--- src/design/i2c_rrm_pkg.sv ---
// Shared types and constants for the I2C register read master.
package i2c_rrm_pkg;

  localparam int DEV_ADDR_W = 7;
  localparam int BYTE_W = 8;
  localparam int TDATA_IN_W = 16;
  localparam int TDATA_OUT_W = 16;

  // Seven-bit target address after reset (write byte 0xD0).
  localparam logic [DEV_ADDR_W-1:0] DEV_ADDR_RESET = 7'h68;

  localparam logic [3:0] BITS_PER_BYTE = 4'd8;

  typedef enum logic [3:0] {
    STEP_IDLE    = 4'd0,
    STEP_START   = 4'd1,
    STEP_DEV_W   = 4'd2,
    STEP_REG     = 4'd3,
    STEP_RESTART = 4'd4,
    STEP_DEV_R   = 4'd5,
    STEP_READ    = 4'd6,
    STEP_NACK    = 4'd7,
    STEP_STOP    = 4'd8
  } step_t;

  typedef enum logic {
    MODE_TICK    = 1'b0,
    MODE_REQUEST = 1'b1
  } mode_t;

  typedef struct packed {
    logic              ack_error;
    logic [BYTE_W-1:0] read_data;
    logic              data_valid;
    logic              busy_res;
    logic              sda_out;
    logic              scl_out;
  } result_t;

endpackage

--- src/design/i2c_rrm_seq.sv ---
// Bus sequencer: state registers and the per-transaction next-state logic.
module i2c_rrm_seq (
  input  logic                                 clk,
  input  logic                                 rst,
  input  logic                                 cfg_wr_en,
  input  logic [i2c_rrm_pkg::DEV_ADDR_W-1:0]   cfg_wr_data,
  input  logic                                 in_accept,
  input  logic                                 mode,
  input  logic [i2c_rrm_pkg::BYTE_W-1:0]       reg_address,
  input  logic                                 sda_in,
  output i2c_rrm_pkg::result_t                 res
);

  logic [i2c_rrm_pkg::DEV_ADDR_W-1:0] device_address;
  i2c_rrm_pkg::step_t                 step, step_next;
  logic [3:0]                         bit_count, bit_count_next;
  logic [1:0]                         half_phase, half_phase_next;
  logic [i2c_rrm_pkg::BYTE_W-1:0]     shift_byte, shift_byte_next;
  logic [i2c_rrm_pkg::BYTE_W-1:0]     register_latch, register_latch_next;
  logic                               nack_seen, nack_seen_next;
  logic                               scl_level, scl_level_next;
  logic                               sda_level, sda_level_next;
  logic                               valid;
  logic                               bitv;
  logic [3:0]                         bit_inc;

  always_ff @(posedge clk) begin
    if (rst) begin
      device_address <= i2c_rrm_pkg::DEV_ADDR_RESET;
    end else if (cfg_wr_en) begin
      device_address <= cfg_wr_data;
    end
  end

  always_ff @(posedge clk) begin
    if (rst) begin
      step           <= i2c_rrm_pkg::STEP_IDLE;
      bit_count      <= '0;
      half_phase     <= '0;
      shift_byte     <= '0;
      register_latch <= '0;
      nack_seen      <= 1'b0;
      scl_level      <= 1'b1;
      sda_level      <= 1'b1;
    end else if (in_accept) begin
      step           <= step_next;
      bit_count      <= bit_count_next;
      half_phase     <= half_phase_next;
      shift_byte     <= shift_byte_next;
      register_latch <= register_latch_next;
      nack_seen      <= nack_seen_next;
      scl_level      <= scl_level_next;
      sda_level      <= sda_level_next;
    end
  end

  always_comb begin
    step_next           = step;
    bit_count_next      = bit_count;
    half_phase_next     = half_phase;
    shift_byte_next     = shift_byte;
    register_latch_next = register_latch;
    nack_seen_next      = nack_seen;
    scl_level_next      = scl_level;
    sda_level_next      = sda_level;
    valid               = 1'b0;
    bitv    = (bit_count < i2c_rrm_pkg::BITS_PER_BYTE) ? shift_byte[i2c_rrm_pkg::BYTE_W-1] : 1'b1;
    bit_inc = bit_count + 4'd1;

    if (mode == i2c_rrm_pkg::MODE_REQUEST) begin
      // A request while a sequence runs is dropped without any change.
      if (step == i2c_rrm_pkg::STEP_IDLE) begin
        register_latch_next = reg_address;
        nack_seen_next      = 1'b0;
        step_next           = i2c_rrm_pkg::STEP_START;
        half_phase_next     = '0;
        bit_count_next      = '0;
        shift_byte_next     = '0;
      end
    end else begin
      unique case (step)
        i2c_rrm_pkg::STEP_START, i2c_rrm_pkg::STEP_RESTART: begin
          case (half_phase)
            2'd0: begin
              scl_level_next = 1'b0; sda_level_next = 1'b1; half_phase_next = 2'd1;
            end
            2'd1: begin
              scl_level_next = 1'b1; sda_level_next = 1'b1; half_phase_next = 2'd2;
            end
            2'd2: begin
              scl_level_next = 1'b1; sda_level_next = 1'b0; half_phase_next = 2'd3;
            end
            default: begin
              scl_level_next  = 1'b0;
              sda_level_next  = 1'b0;
              half_phase_next = '0;
              bit_count_next  = '0;
              if (step == i2c_rrm_pkg::STEP_START) begin
                step_next       = i2c_rrm_pkg::STEP_DEV_W;
                shift_byte_next = {device_address, 1'b0};
              end else begin
                step_next       = i2c_rrm_pkg::STEP_DEV_R;
                shift_byte_next = {device_address, 1'b1};
              end
            end
          endcase
        end
        i2c_rrm_pkg::STEP_DEV_W, i2c_rrm_pkg::STEP_REG, i2c_rrm_pkg::STEP_DEV_R: begin
          if (half_phase == 2'd0) begin
            scl_level_next  = 1'b0;
            sda_level_next  = bitv;
            half_phase_next = 2'd1;
          end else begin
            scl_level_next  = 1'b1;
            sda_level_next  = bitv;
            half_phase_next = '0;
            if (bit_count >= i2c_rrm_pkg::BITS_PER_BYTE) begin
              // Acknowledge clock: a high level means the target did not answer.
              if (sda_in) begin
                nack_seen_next = 1'b1;
              end
              bit_count_next = '0;
              if (step == i2c_rrm_pkg::STEP_DEV_W) begin
                step_next       = i2c_rrm_pkg::STEP_REG;
                shift_byte_next = register_latch;
              end else if (step == i2c_rrm_pkg::STEP_REG) begin
                step_next       = i2c_rrm_pkg::STEP_RESTART;
                shift_byte_next = '0;
              end else begin
                step_next       = i2c_rrm_pkg::STEP_READ;
                shift_byte_next = '0;
              end
            end else begin
              shift_byte_next = {shift_byte[i2c_rrm_pkg::BYTE_W-2:0], 1'b0};
              bit_count_next  = bit_inc;
            end
          end
        end
        i2c_rrm_pkg::STEP_READ: begin
          scl_level_next = (half_phase != 2'd0);
          sda_level_next = 1'b1;
          if (half_phase == 2'd0) begin
            half_phase_next = 2'd1;
          end else begin
            half_phase_next = '0;
            shift_byte_next = {shift_byte[i2c_rrm_pkg::BYTE_W-2:0], sda_in};
            if (bit_inc >= i2c_rrm_pkg::BITS_PER_BYTE) begin
              step_next      = i2c_rrm_pkg::STEP_NACK;
              bit_count_next = '0;
            end else begin
              bit_count_next = bit_inc;
            end
          end
        end
        i2c_rrm_pkg::STEP_NACK: begin
          scl_level_next = (half_phase != 2'd0);
          sda_level_next = 1'b1;
          if (half_phase == 2'd0) begin
            half_phase_next = 2'd1;
          end else begin
            half_phase_next = '0;
            step_next       = i2c_rrm_pkg::STEP_STOP;
          end
        end
        i2c_rrm_pkg::STEP_STOP: begin
          if (half_phase == 2'd0) begin
            scl_level_next = 1'b0; sda_level_next = 1'b0; half_phase_next = 2'd1;
          end else if (half_phase == 2'd1) begin
            scl_level_next = 1'b1; sda_level_next = 1'b0; half_phase_next = 2'd2;
          end else begin
            scl_level_next  = 1'b1;
            sda_level_next  = 1'b1;
            half_phase_next = '0;
            step_next       = i2c_rrm_pkg::STEP_IDLE;
            valid           = 1'b1;
          end
        end
        default: begin
          // Idle and any unused step code park the bus released.
          step_next       = i2c_rrm_pkg::STEP_IDLE;
          half_phase_next = '0;
          bit_count_next  = '0;
          scl_level_next  = 1'b1;
          sda_level_next  = 1'b1;
        end
      endcase
    end
  end

  always_comb begin
    res.scl_out    = scl_level_next;
    res.sda_out    = sda_level_next;
    res.busy_res   = (step_next != i2c_rrm_pkg::STEP_IDLE);
    res.data_valid = valid;
    res.read_data  = valid ? shift_byte_next : '0;
    res.ack_error  = nack_seen_next;
  end

`ifndef SYNTHESIS
  a_valid_from_stop: assert property (@(posedge clk) disable iff (rst)
    (in_accept && res.data_valid) |-> (step == i2c_rrm_pkg::STEP_STOP && half_phase == 2'd2))
    else $error("data_valid raised outside the last stop phase");

  a_request_starts: assert property (@(posedge clk) disable iff (rst)
    (in_accept && mode && step == i2c_rrm_pkg::STEP_IDLE)
      |=> (step == i2c_rrm_pkg::STEP_START && half_phase == 2'd0 && !nack_seen))
    else $error("accepted request did not start a clean sequence");

  a_two_phase_steps: assert property (@(posedge clk) disable iff (rst)
    (step == i2c_rrm_pkg::STEP_DEV_W || step == i2c_rrm_pkg::STEP_REG ||
     step == i2c_rrm_pkg::STEP_DEV_R || step == i2c_rrm_pkg::STEP_READ ||
     step == i2c_rrm_pkg::STEP_NACK) |-> (half_phase <= 2'd1))
    else $error("half phase out of range for a bit step");

  a_bit_count_range: assert property (@(posedge clk) disable iff (rst)
    bit_count <= i2c_rrm_pkg::BITS_PER_BYTE)
    else $error("bit counter ran past one byte");
`endif

endmodule

--- src/design/i2c_rrm_out_buf.sv ---
// Output register with a skid stage between the sequencer and the result stream.
module i2c_rrm_out_buf (
  input  logic                                  clk,
  input  logic                                  rst,
  input  logic                                  push,
  input  logic [i2c_rrm_pkg::TDATA_OUT_W-1:0]   push_data,
  output logic                                  in_ready,
  output logic                                  out_valid,
  input  logic                                  out_ready,
  output logic [i2c_rrm_pkg::TDATA_OUT_W-1:0]   out_data
);

  logic                                skid_valid;
  logic [i2c_rrm_pkg::TDATA_OUT_W-1:0] skid_data;

  assign in_ready = !skid_valid;

  always_ff @(posedge clk) begin
    if (rst) begin
      out_valid  <= 1'b0;
      skid_valid <= 1'b0;
    end else if (out_valid && out_ready) begin
      if (skid_valid) begin
        skid_valid <= 1'b0;
      end else if (!push) begin
        out_valid <= 1'b0;
      end
    end else if (!out_valid) begin
      out_valid <= push;
    end else if (push) begin
      skid_valid <= 1'b1;
    end
  end

  always_ff @(posedge clk) begin
    if (out_valid && out_ready) begin
      if (skid_valid) begin
        out_data <= skid_data;
      end else if (push) begin
        out_data <= push_data;
      end
    end else if (!out_valid) begin
      if (push) begin
        out_data <= push_data;
      end
    end else if (push) begin
      skid_data <= push_data;
    end
  end

endmodule

--- src/design/i2c_register_read_master_core.sv ---
// An accepted result is registered in the output register, or in the skid stage if that one stalls.
// One input transaction per cycle is taken; each yields exactly one result.
// Input stalls only while both the output register and the skid stage hold a result.
// Synchronous reset: idle sequencer, lines released, device address 0x68.
// Top level of the I2C register read master.
module i2c_register_read_master_core (
  input  logic                                 clk,
  input  logic                                 rst,
  input  logic                                 cfg_wr_en,
  input  logic [i2c_rrm_pkg::DEV_ADDR_W-1:0]   cfg_wr_data,
  input  logic                                 s_axis_tvalid,
  output logic                                 s_axis_tready,
  input  logic [i2c_rrm_pkg::TDATA_IN_W-1:0]   s_axis_tdata,  // reg_address[7:0], sda_in[8]
  input  logic                                 s_axis_tuser,  // mode
  output logic                                 m_axis_tvalid,
  input  logic                                 m_axis_tready,
  // scl_out[0], sda_out[1], busy_res[2], data_valid[3], read_data[11:4], ack_error[12]
  output logic [i2c_rrm_pkg::TDATA_OUT_W-1:0]  m_axis_tdata
);

  logic                                in_accept;
  i2c_rrm_pkg::result_t                res;
  logic [i2c_rrm_pkg::TDATA_OUT_W-1:0] res_data;

  assign in_accept = s_axis_tvalid && s_axis_tready;

  assign res_data = {{(i2c_rrm_pkg::TDATA_OUT_W - $bits(i2c_rrm_pkg::result_t)){1'b0}}, res};

  i2c_rrm_seq u_seq (
    .clk         (clk),
    .rst         (rst),
    .cfg_wr_en   (cfg_wr_en),
    .cfg_wr_data (cfg_wr_data),
    .in_accept   (in_accept),
    .mode        (s_axis_tuser),
    .reg_address (s_axis_tdata[7:0]),
    .sda_in      (s_axis_tdata[8]),
    .res         (res)
  );

  i2c_rrm_out_buf u_out_buf (
    .clk       (clk),
    .rst       (rst),
    .push      (in_accept),
    .push_data (res_data),
    .in_ready  (s_axis_tready),
    .out_valid (m_axis_tvalid),
    .out_ready (m_axis_tready),
    .out_data  (m_axis_tdata)
  );

endmodule

--- config.mk ---
export PLATFORM = sky130hd
export DESIGN_NAME = i2c_register_read_master_core
export DESIGN_NICKNAME = d
export VERILOG_FILES = /design/src/design/i2c_rrm_pkg.sv /design/src/design/i2c_rrm_seq.sv /design/src/design/i2c_rrm_out_buf.sv /design/src/design/i2c_register_read_master_core.sv
export SDC_FILE = /design/constraint.sdc
export NUM_CORES = 1
export LEC_CHECK = 0
export ABC_AREA = 1
export BUFFER_PORTS_ARGS = -buffer_cell sky130_fd_sc_hd__buf_2
export CORE_MARGIN = 5
export CORE_UTILIZATION = 45
export CTS_BUF_LIST = sky130_fd_sc_hd__clkbuf_8 sky130_fd_sc_hd__clkbuf_16
export DETAILED_ROUTE_END_ITERATION = 12
export PLACE_DENSITY = 0.71
export SKIP_LAST_GASP = 1
export SLEW_MARGIN = 20
export SYNTH_ARGS = -nofsm -noshare
export SYNTH_HDL_FRONTEND = slang
export SYNTH_SLANG_ARGS = --single-unit
--- constraint.sdc ---
create_clock -name clk -period 2.1 [get_ports clk]
set_clock_uncertainty 0.15 [all_clocks]
set_input_delay 0.21 -clock clk [delete_from_list [all_inputs] [get_ports clk]]
set_output_delay 0.21 -clock clk [all_outputs]
set_load 0.01 [all_outputs]
[After elaboration in Yosys (flattened, before gate mapping)]
Index checks and enable logic that the tools add are counted.
Word-level totals
  output and inout port bits: 18
  word-level logic and storage cells: 124
  register bits after elaboration: 67
Cells by class
  eq/ne operators: 18
  bitwise operators: 1
  reductions and logical operators: 23
  add/sub/neg operators: 1
  order comparisons: 3
  multiplexer cells: 65
Operators with widths (number)
  two-way mux 4 bit: 18
  two-way mux 16 bit: 4
  two-way mux 8 bit: 8
  one-hot mux 8 bit (3 select lines): 1
  two-way mux 1 bit: 22
  one-hot mux 4 bit (5 select lines): 1
  equality test 4 x 3 -> 1 bit, second input constant: 4
  one-hot mux 4 bit (4 select lines): 1
  one-hot mux 2 bit (3 select lines): 2
  OR reduction 2 bit: 6
  two-way mux 2 bit: 5
  inequality test 3 bit, second input constant: 3
  equality test 4 x 2 -> 1 bit, second input constant: 2
  >= comparator 4 bit, second input constant: 2
  inequality test 2 bit, second input constant: 3
  one-hot mux 1 bit (3 select lines): 2
  AND reduction 2 bit: 3
  AND reduction 3 bit: 2
  AND reduction 6 bit: 1
  OR reduction 3 bit: 2
  OR reduction 5 bit: 1
  adder 4 x 1 -> 4 bit, second input constant: 1
  equality test 4 x 1 -> 1 bit, second input constant: 1
  equality test 4 bit, second input constant: 1
  13 further kinds: 15

[Logic depth before layout (Yosys ltp)]
Gate-level depths: netlist of the first run.
  depth in word-level cells: 11
  mapped depth: 14
  gate-level depth less buffers: 14

[By module]
From an unflattened synthesis of the first run, not the netlist that was laid out.
Second synthesis, totals
  cell total of the unflattened synthesis: 581
  area, all modules: 4072.7 µm²
By module, submodules not included
  i2c_rrm_seq: seq. area each 720.7 µm², area an instance 2576.2 µm², cells an instance 429, times used 1
  i2c_rrm_out_buf: seq. area each 1001.0 µm², area an instance 1485.2 µm², cells an instance 149, times used 1
  i2c_register_read_master_core: seq. area each 0.0 µm², area an instance 11.3 µm², cells an instance 3, times used 1

[Worst setup path before layout of the first run]
No wires, ideal clock.
  path type: register to register
  start: register u_out_buf.skid_valid
  end: register u_out_buf.skid_data[0] (netlist bit), enable pin
  data arrival time: 1463 ps
  setup slack: 105 ps
  clock period less this slack: 1995 ps
  cell stages (with the launch flop): 5
  cells stage by stage: dfxtp_1 inv_1 nand2_1 clkbuf_1 nor2_1
On the way
  word-level cells in the longest chain between the ends: 3
Ends and longest elaborated chain
  start, declared: RTL line i2c_rrm_out_buf.sv:13  | logic skid_valid;
  start signal, assigned: RTL line i2c_rrm_out_buf.sv:21  | skid_valid <= 1'b0;
  start signal, assigned: RTL line i2c_rrm_out_buf.sv:24  | skid_valid <= 1'b0;
  start signal, assigned: RTL line i2c_rrm_out_buf.sv:31  | skid_valid <= 1'b1;
  zero test 1 bit: RTL line i2c_rrm_out_buf.sv:16  | assign in_ready = !skid_valid;
  net s_axis_tready: RTL line i2c_register_read_master_core.sv:12  | output logic s_axis_tready,
  logical AND 1 bit: RTL line i2c_register_read_master_core.sv:25  | assign in_accept = s_axis_tvalid && s_axis_tready;
  AND reduction 3 bit (no line)
  end signal, assigned: RTL line i2c_rrm_out_buf.sv:47  | skid_data <= push_data;
  end, declared: RTL line i2c_rrm_out_buf.sv:14  | logic [i2c_rrm_pkg::TDATA_OUT_W-1:0] skid_data;
The timed path passes the listed nets, and every way through them passes these cells.
A chain may end at the register's enable or synchronous reset.

[Final worst setup path of the first run]
  start: register u_seq.half_phase[1]
  end: register u_out_buf.out_data[2] (netlist bit), data pin
On the way
  word-level cells in the longest chain between the ends: 9
  elaborated cells on any way between the ends: 17
  those cells by class: 2 x eq/ne; 12 x mux; 3 x reduce/logical
Ends and longest elaborated chain
  start, declared: RTL line i2c_rrm_seq.sv:17  | logic [1:0] half_phase, half_phase_next;
  start signal, assigned: RTL line i2c_rrm_seq.sv:48  | half_phase <= half_phase_next;
  equality test 2 bit (tied with other cells): RTL line i2c_rrm_seq.sv:83  | case (half_phase)
  OR reduction 3 bit (no line) / two-way mux 4 bit (equally long branches)
  two-way mux 4 bit (on tied branches): RTL line i2c_rrm_seq.sv:83, i2c_rrm_seq.sv:166
  one-hot mux 4 bit (5 select lines) (*): RTL line i2c_rrm_seq.sv:81  | unique case (step)
  two-way mux 4 bit (*): RTL line i2c_rrm_seq.sv:70  | if (mode == i2c_rrm_pkg::MODE_REQUEST) begin
  nonzero test 4 bit (*): RTL line i2c_rrm_seq.sv:193  | res.busy_res = (step_next != i2c_rrm_pkg::STEP_IDLE);
  two-way mux 16 bit (*): RTL line i2c_rrm_out_buf.sv:39, i2c_rrm_out_buf.sv:43
  two-way mux 16 bit (on tied branches): RTL line i2c_rrm_out_buf.sv:42, i2c_rrm_out_buf.sv:37
  two-way mux 16 bit (*): RTL line i2c_rrm_out_buf.sv:36  | if (out_valid && out_ready) begin
  end signal, assigned: RTL line i2c_rrm_out_buf.sv:38  | out_data <= skid_data;
  end signal, assigned: RTL line i2c_rrm_out_buf.sv:40  | out_data <= push_data;
  end signal, assigned: RTL line i2c_rrm_out_buf.sv:44  | out_data <= push_data;
  end, declared: RTL line i2c_rrm_out_buf.sv:10  | output logic [i2c_rrm_pkg::TDATA_OUT_W-1:0] out_data
Mark *: on every way between the ends. The rest lies on a longest branch, timed or not. The select of a mux whose other input is x is not followed.

==> results of run 1 <==
cell families after synthesis:
group	Yosys count
AOI/OAI and AO/OA	69
adders and majority gates	7
buffers and inverters	73
DFF	67
and+or+nand+nor	282
power groups by stage:
stage / sequential, mW / combinational (mW) / clock [mW]
final: 1.51 / 0.410 / 1.06
after detailed placement: 1.54 / 0.383 / 0
after global routing: 1.52 / 0.461 / 1.14
after floorplan: 1.55 / 0.230 / 0
after global placement: 1.53 / 0.375 / 0
after CTS: 1.51 / 0.408 / 1.08
per-stage QoR:
step	worst slack, ns	std cells	util (%)
final	0.120	675	56.6
after global routing	-0.00893	675	56.6
after CTS	0.0254	675	55.9
after detailed placement	0.00382	642	51.2
after global placement	0.0534	642	51.2
after floorplan	0.105	498	-
worst paths after layout:
path                                              start                 endpoint  slack, ns  cells past startpoint
worst max-delay path                u_seq.half_phase[1]    u_out_buf.out_data[2]       0.12                     12
worst min register to register  u_seq.device_address[3]  u_seq.device_address[3]       0.32                      2
worst min-delay path                          cfg_wr_en  u_seq.device_address[6]       0.01                      3
worst max register to register      u_seq.half_phase[1]    u_out_buf.out_data[2]       0.12                     12
registers in the layout (all words and copies together), names as in the netlist, 2 cells and up:
name                  cells
u_seq.register_latch      8
u_seq.step                4
u_seq.half_phase          2
u_out_buf.out_data       16
u_out_buf.skid_data      13
u_seq.shift_byte          8
u_seq.device_address      7
u_seq.bit_count           4
synth_stat cells, types with 7 or more instances:
cell type  instances  share of area (%)
clkbuf_1           7               0.73
inv_1             48                5.0
nor2_1            59                6.1
o22ai_1            9                1.6
inv_2              9               0.94
a21oi_1           28                3.9
nand2_1          151                 16
dfxtp_1           38                 21
nor2_2             7                1.2
edfxtp_1          29                 24
ha_1               7                2.4
nand3_1           42                5.8
o21ai_0           22                3.1
cell type report:
cell class                 instances  area, sq um  share of cell area (%)
clock buffer                       9          124                    2.82
timing repair buffer              74          500                    11.4
tap                              102          128                    2.90
sequential                        67         1640                    37.4
clock inverter                     7         68.8                    1.57
inverter                          58          218                    4.95
multi-input combinational        358         1710                    39.0
worst reg2reg max path: stages, from the launching register on:
cell and delay [ns]:
dfxtp_2 0.34, inv_1 0.10, ha_2 0.21, buf_4 0.16, inv_1 0.12, nand2_1 0.09, o21ai_0 0.08, nand2_1 0.06
o21ai_0 0.12, nor2_2 0.12, nand3_1 0.08, nand2_1 0.07, inv_1 0.03
timing repair:
action,in CTS,in global routing
endpoints found under the setup margin,1,29
hold buffers,17,0
resized for setup,1,19
hold endpoints to repair,16,0
setup buffers,0,0
gates cloned,0,0
pin swaps,0,2
metal layers:
| metal | up-vias | wire [um] | GRT usage [%] | share of wire, % |
|---|---|---|---|---|
| li1 | 1758 | - | - | - |
| met1 | 1545 | 4260 | 24.4 | 46 |
| met2 | 98 | 4340 | 31.8 | 47 |
| met3 | 18 | 437 | 2.88 | 4.7 |
| met4 | 0 | 196 | 7.88 | 2.1 |
| met5 | - | 0 | 0 | 0 |
==> out/results.tsv, run 1 <==
metric	value	unit
status	complete, no violations	
largest net degree at the start of global routing	26	
Crit Path Class	reg -> reg	
P_sw	824	uW
max_cap viols	0	
VDD IR-drop max	0.389	mV
CTS tree	yes	
most frequent cells in the layout	150 x nand2_1, 53 x nor2_1, 49 x inv_1	
gpl congestion	0.911	
ant diodes	0	
Sum Neg Setup Slack	0	ns
vias in the first global route	3255	
Synth warnings	0	
PortBufs	39	
Pwr Total	2.98	mW
H-tree depth	3	
CTS Root Cell	clkbuf_8	
internal power	2.16	mW
relative slew slack	54.6	%
gr usage total	19.0	%
gr ovfl total	0	
Power Density	678	mW/mm^2
multiplexer area fraction after synthesis	0	%
NumNets Final	604	
final hold vios	0	
slowest CP cell	dfxtp_2	
fin crit period	1.98	ns
async set or reset register ratio after synthesis	0	%
drt wl/cell	13.7	um
Fillers	746	
syn_nets	534	
syn avg cell area	7.25	sq um
initial antenna violation count	0	
hpwl dp	6640	um
die area	0.00991	sq mm
DR vias/cell	5.07	
Synth Register Bits	67	
Buf/Inv on CP	4	
area share of and/or/nand/nor cells after synthesis	33.6	%
RSZ-0062 raised after global routing	yes	
share of the yosys chip area belonging to registers	45.2	%
number of detailed-route iterations in the first pass	5	
io pins	47	
drt drc	0	
die height	99.5	um
LEAKAGE	2.05	nW
total CTS buffers	9	
top cell family by delay on the critical path	simple AND/OR/NAND/NOR gates	
Final Setup Violations	0	
Final Slew Violations	0	
Placement Cell Area	0.00398	sq mm
Hold Path Class	in -> reg	
Hold WS	0.0126	ns
post-route cell area	0.00440	sq mm
Slew @ Worst Pin	0.681	ns
CP startpoint kind	flip-flop	
max incr delay on CP	0.34	ns
Unique masters post-synth	34	
clk slew on worst S/H paths	0.08	ns
Critical Path, Cell by Cell	inv_1 > ha_2 > buf_4 > inv_1 > nand2_1 > o21ai_0 > nand2_1 > o21ai_0 > nor2_2 > nand3_1 > nand2_1 > inv_1	
CP arrival	1.93	ns
sequential power share	50.6	%
CORE AREA	0.00777	sq mm
via count	3419	
top_reg_cell synth	dfxtp_1	
post-synthesis share of cell area spent on xor and xnor gates	0	%
data required time of the critical path	2.05	ns
EDFF count, synth	29	
starting density of the core	46.5	%
switch share	27.6	%
Die X	99.5	um
# rows	32	
clock buffer depth	2	
share of layout cells above drive strength 1	20.4	%
Starting DRT DRC Count	260	
Num Clock Sinks	67	
Comb pwr share	13.8	%
Clock Power Share	35.7	%
first-pass GRT wire length	15100	um
commonest non-fill, non-tap cell in the layout	nand2_1	
routed wire length	9230	um
CP max FO	8	
fmax	505	MHz
CP endpoint kind	flip-flop	
post-route ant nets	0	
main combinational cell family by area after synthesis	simple AND/OR/NAND/NOR gates	
Synth Area in Adders	2.43	%
clk_lat worst skew	0.34	ns
final worst path period share	94.3	%
Synth Cell Area	0.00361	sq mm
Synth Area in Compound Gates	10.3	%
cell count after synthesis	498	
synth-to-layout area growth	21.8	%
Power figures use the tool's default switching activity.
==> inputs of run 2 (changes only) <==
SETUP_SLACK_MARGIN = 0.2   (was default)
==> run 2 against run 1 <==
Effect of this change:
- hold slack better by 0.0033 ns
- die area stayed put
- register-to-register slack improved by 0.06 ns
- combinational power is 10% higher
- first-iteration DRC count increased by 3.1%
- core utilization grew 3.7 points
==> out/results.tsv, run 2 (synthesis gave the netlist of run 1 again) <==
metric	value	unit
data required time of the critical path	2.06	ns
Sum Neg Setup Slack	0	ns
relative slew slack	53.9	%
status	complete, no violations	
CP arrival	1.88	ns
drt drc	0	
R2R setup slack	0.18	ns
Slew @ Worst Pin	0.690	ns
die height	99.5	um
Fillers	720	
initial antenna violation count	0	
# rows	32	
share of layout cells above drive strength 1	27.3	%
via count	3545	
NumNets Final	610	
RSZ-0062 raised after global routing	yes	
hpwl dp	6660	um
max_cap viols	0	
Final Setup Violations	0	
gr usage total	19.6	%
post-route ant nets	0	
max reg flops	16	
most frequent cells in the layout	142 x nand2_1, 45 x nor2_1, 44 x inv_1	
routed wire length	9630	um
fin util	60.3	%
vias in the first global route	3347	
total CTS buffers	9	
fin crit period	1.92	ns
CP endpoint kind	flip-flop	
Die X	99.5	um
CORE AREA	0.00777	sq mm
Starting DRT DRC Count	268	
io pins	47	
largest net degree at the start of global routing	26	
Largest regs	u_out_buf.out_data (16), u_out_buf.skid_data (13)	
sequential power share	47.2	%
Final Slew Violations	0	
CP max FO	7	
synth-to-layout area growth	29.9	%
starting density of the core	46.5	%
internal power	2.30	mW
DR vias/cell	5.21	
H-tree depth	3	
die area	0.00991	sq mm
Hold Path Class	in -> reg	
Crit Path Class	reg -> reg	
final hold vios	0	
LEAKAGE	2.14	nW
Crit. Startpoint	u_seq.step[3]	
gr ovfl total	0	
clk slew on worst S/H paths	0.08	ns
P_sw	882	uW
Hold WS	0.0159	ns
Power Density	680	mW/mm^2
ant diodes	0	
commonest non-fill, non-tap cell in the layout	nand2_1	
fmax	521	MHz
HP Start	cfg_wr_en	
gpl congestion	0.902	
Pwr Total	3.19	mW
drt wl/cell	14.1	um
switch share	27.7	%
clk_lat worst skew	0.36	ns
CTS tree	yes	
final worst path period share	91.4	%
Clock Power Share	38.6	%
worst r2r src	u_seq.step[3]	
number of detailed-route iterations in the first pass	5	
Num Clock Sinks	67	
CTS Root Cell	clkbuf_8	
VDD IR-drop max	0.338	mV
Largest Register	u_out_buf.out_data	
first-pass GRT wire length	15600	um
PortBufs	39	
Comb pwr share	14.2	%
clock buffer depth	2	
CP startpoint kind	flip-flop	
[run 2: worst paths after layout]
check,end,cells after the start
max reg2reg,u_out_buf.out_data[6],10
min,u_seq.device_address[5],3
max,u_out_buf.out_data[6],10
min reg2reg,u_seq.device_address[5],2
[run 2: metal layers]
metal	vias to the layer above	track usage (%)	routed length, um	share of wire (%)
li1	1770	-	-	-
met1	1631	25.1	4240	44
met2	125	33.0	4630	48
met3	19	2.95	540	5.6
met4	0	8.19	226	2.3
met5	-	0	0	0
[run 2: per-stage QoR]
stage	cells	setup slack, ns	cell area (sq um)
final	681	0.181	4690
after global placement	641	0.0287	4000
after CTS	676	0.181	4460
after floorplan	498	0.227	3620
after global routing	681	0.0661	4690
after detailed placement	641	0.0178	4000
[run 2: repair_timing]
item,CTS,global route
setup buffers,2,5
hold endpoints to repair,16,0
pin swaps,3,12
hold buffers,17,0
setup endpoints to repair,33,47
gates resized for setup,17,54
[run 2: area by class of cell]
| type | count | area (sq um) | share of cell area, % |
|---|---|---|---|
| Sequential cell | 67 | 1660 | 35.3 |
| Clock inverter | 7 | 101 | 2.16 |
| Inverter | 58 | 225 | 4.81 |
| Clock buffer | 9 | 124 | 2.64 |
| Tap cell | 102 | 128 | 2.72 |
| Multi-Input combinational cell | 358 | 1890 | 40.3 |
| Timing Repair Buffer | 80 | 562 | 12.0 |
[run 2: worst max-delay path: stages (launching register included)]
cell and delay (ns):
dfxtp_4 0.39, nor2_4 0.21, nand2_2 0.11, nand2_4 0.13, nor2_2 0.07, nand2_2 0.12
nand4_4 0.13, nand3_1 0.14, nand3_2 0.10, nand2_1 0.09, inv_1 0.04
[run 2: power by group through the flow]
stage	Clock, mW	Sequential (mW)	Combinational, mW
after floorplan	0	1.55	0.232
after global placement	0	1.53	0.386
after detailed placement	0	1.54	0.396
after CTS	1.24	1.51	0.425
after global routing	1.31	1.52	0.505
final	1.23	1.50	0.452
==> inputs of run 3 (changes only) <==
SETUP_SLACK_MARGIN = 0.15   (was 0.2)
==> run 3 against run 2 <==
Effect of this change:
- cell count increased by 2.1%
- clock power is 9.8% lower
- combinational power is 3% higher
- cell area up 1.7%
- critical path depth unchanged
- fmax is 1.0% lower
- core utilization up 1.0 points
- power decreased by 3.2%
- clock-buffer cell count unchanged
- highest routed layer unchanged
==> out/results.tsv, run 3 (synthesis gave the netlist of run 1 again) <==
metric	value	unit
switch share	28.8	%
gpl congestion	0.970	
fmax	516	MHz
final hold vios	0	
Clock Power Share	36.1	%
io pins	47	
post-route ant nets	0	
Critical Path, Cell by Cell	inv_2 > ha_4 > buf_4 > inv_1 > buf_4 > nand3_1 > o21ai_2 > nand2_1 > buf_4 > a21oi_1	
status	complete, no violations	
internal power	2.20	mW
RSZ-0062 raised after global routing	yes	
DR vias/cell	5.12	
commonest non-fill, non-tap cell in the layout	nand2_1	
VDD IR-drop max	0.329	mV
HP Start	cfg_wr_en	
CP arrival	2.07	ns
CTS tree	yes	
post-route cell area	0.00476	sq mm
CTS Root Cell	clkbuf_8	
first-pass GRT wire length	15100	um
via count	3556	
ant diodes	0	
Largest regs	u_out_buf.out_data (16), u_out_buf.skid_data (13)	
relative slew slack	51.6	%
Buf/Inv on CP	5	
number of detailed-route iterations in the first pass	5	
gr usage total	19.1	%
CP endpoint kind	flip-flop	
gr ovfl total	0	
fin crit period	1.94	ns
Num Clock Sinks	67	
final worst path period share	92.3	%
total CTS buffers	9	
CP startpoint kind	flip-flop	
NumNets Final	624	
PortBufs	39	
largest net degree at the start of global routing	26	
LEAKAGE	2.19	nW
Power Density	647	mW/mm^2
data required time of the critical path	2.23	ns
initial antenna violation count	0	
H-tree depth	3	
P_sw	889	uW
max incr delay on CP	0.35	ns
max reg flops	16	
most frequent cells in the layout	144 x nand2_1, 48 x nor2_1, 43 x inv_1	
hpwl dp	6400	um
Starting DRT DRC Count	324	
Largest Register	u_out_buf.out_data	
worst r2r src	u_seq.half_phase[0]	
slowest CP cell	dfxtp_1	
Placement Cell Area	0.00401	sq mm
clk slew on worst S/H paths	0.09	ns
Sum Neg Setup Slack	0	ns
die height	99.5	um
Crit. Startpoint	u_seq.half_phase[0]	
starting density of the core	46.5	%
Most common cell on crit path	buf_4	
vias in the first global route	3228	
# rows	32	
share of layout cells above drive strength 1	28.5	%
clk_lat worst skew	0.36	ns
Fillers	707	
sequential power share	48.8	%
clock buffer depth	2	
Final Setup Violations	0	
Final Slew Violations	0	
top cell family by delay on the critical path	buffers and inverters	
drt drc	0	
routed wire length	9750	um
Slew @ Worst Pin	0.726	ns
drt wl/cell	14.0	um
Crit Path Class	reg -> reg	
CP max FO	9	
max_cap viols	0	
die area	0.00991	sq mm
Comb pwr share	15.1	%
Hold Path Class	in -> reg	
CORE AREA	0.00777	sq mm
Die X	99.5	um
synth-to-layout area growth	32.0	%
## run 3: routing by layer
metal / track usage (%) / vias up / share of wire (%)
li1: - / 1792 / -
met1: 25.2 / 1635 / 45
met2: 30.0 / 111 / 48
met3: 4.91 / 18 / 5.5
met4: 7.46 / 0 / 1.9
met5: 0 / - / 0
## run 3: through the flow
| stage | setup slack, ns | power (mW) | instances | utilization [%] | hold WS [ns] |
|---|---|---|---|---|---|
| 6_report | 0.161 | 3.08 | 695 | 61.3 | 0.00601 |
| 3_5_place_dp | 0.0822 | 1.92 | 645 | 51.6 | 0.275 |
| 4_1_cts | 0.148 | 3.05 | 680 | 56.8 | 0.000265 |
| 5_1_grt | 0.0676 | 3.23 | 695 | 61.3 | 0.0197 |
| 3_3_place_gp | 0.0735 | 1.91 | 645 | 51.6 | 0.272 |
| 2_1_floorplan | 0.166 | 1.78 | 498 | - | 0.182 |
## run 3: layout make-up
type	count	area, sq um	share of cell area [%]
inverters	58	223	4.67
flip-flops and latches	67	1650	34.6
well taps	102	128	2.68
repair buffers	93	651	13.7
clock buffers	9	124	2.60
multi-input cells	359	1920	40.2
clock inverters	7	75.1	1.58
## run 3: tightest hold or removal path: stages
cell and delay, ns:
buf_2 0.14, nand2_1 0.06, nand3_1 0.06
## run 3: timing repair
| action | CTS | global route |
|---|---|---|
| gates resized for setup | 6 | 64 |
| endpoints found under the setup margin | 29 | 48 |
| hold buffers | 17 | 0 |
| endpoints found under the hold margin | 16 | 0 |
| gates cloned | 0 | 1 |
| pin swaps | 1 | 22 |
| setup buffers | 2 | 14 |
## run 3: power by group through the flow
stage / logic (mW) / clock network [mW] / registers [mW]
detailed placement: 0.386 / 0 / 1.53
global placement: 0.382 / 0 / 1.53
CTS: 0.418 / 1.12 / 1.51
floorplan: 0.231 / 0 / 1.55
global route: 0.519 / 1.19 / 1.51
finish: 0.466 / 1.11 / 1.50
## run 3: worst paths after layout
path	depth (start not counted)	to	slack, ns
max	10	u_seq.nack_seen	0.16
min	3	u_seq.device_address[3]	0.006
max reg2reg	10	u_seq.nack_seen	0.16
min reg2reg	2	u_seq.device_address[3]	0.33
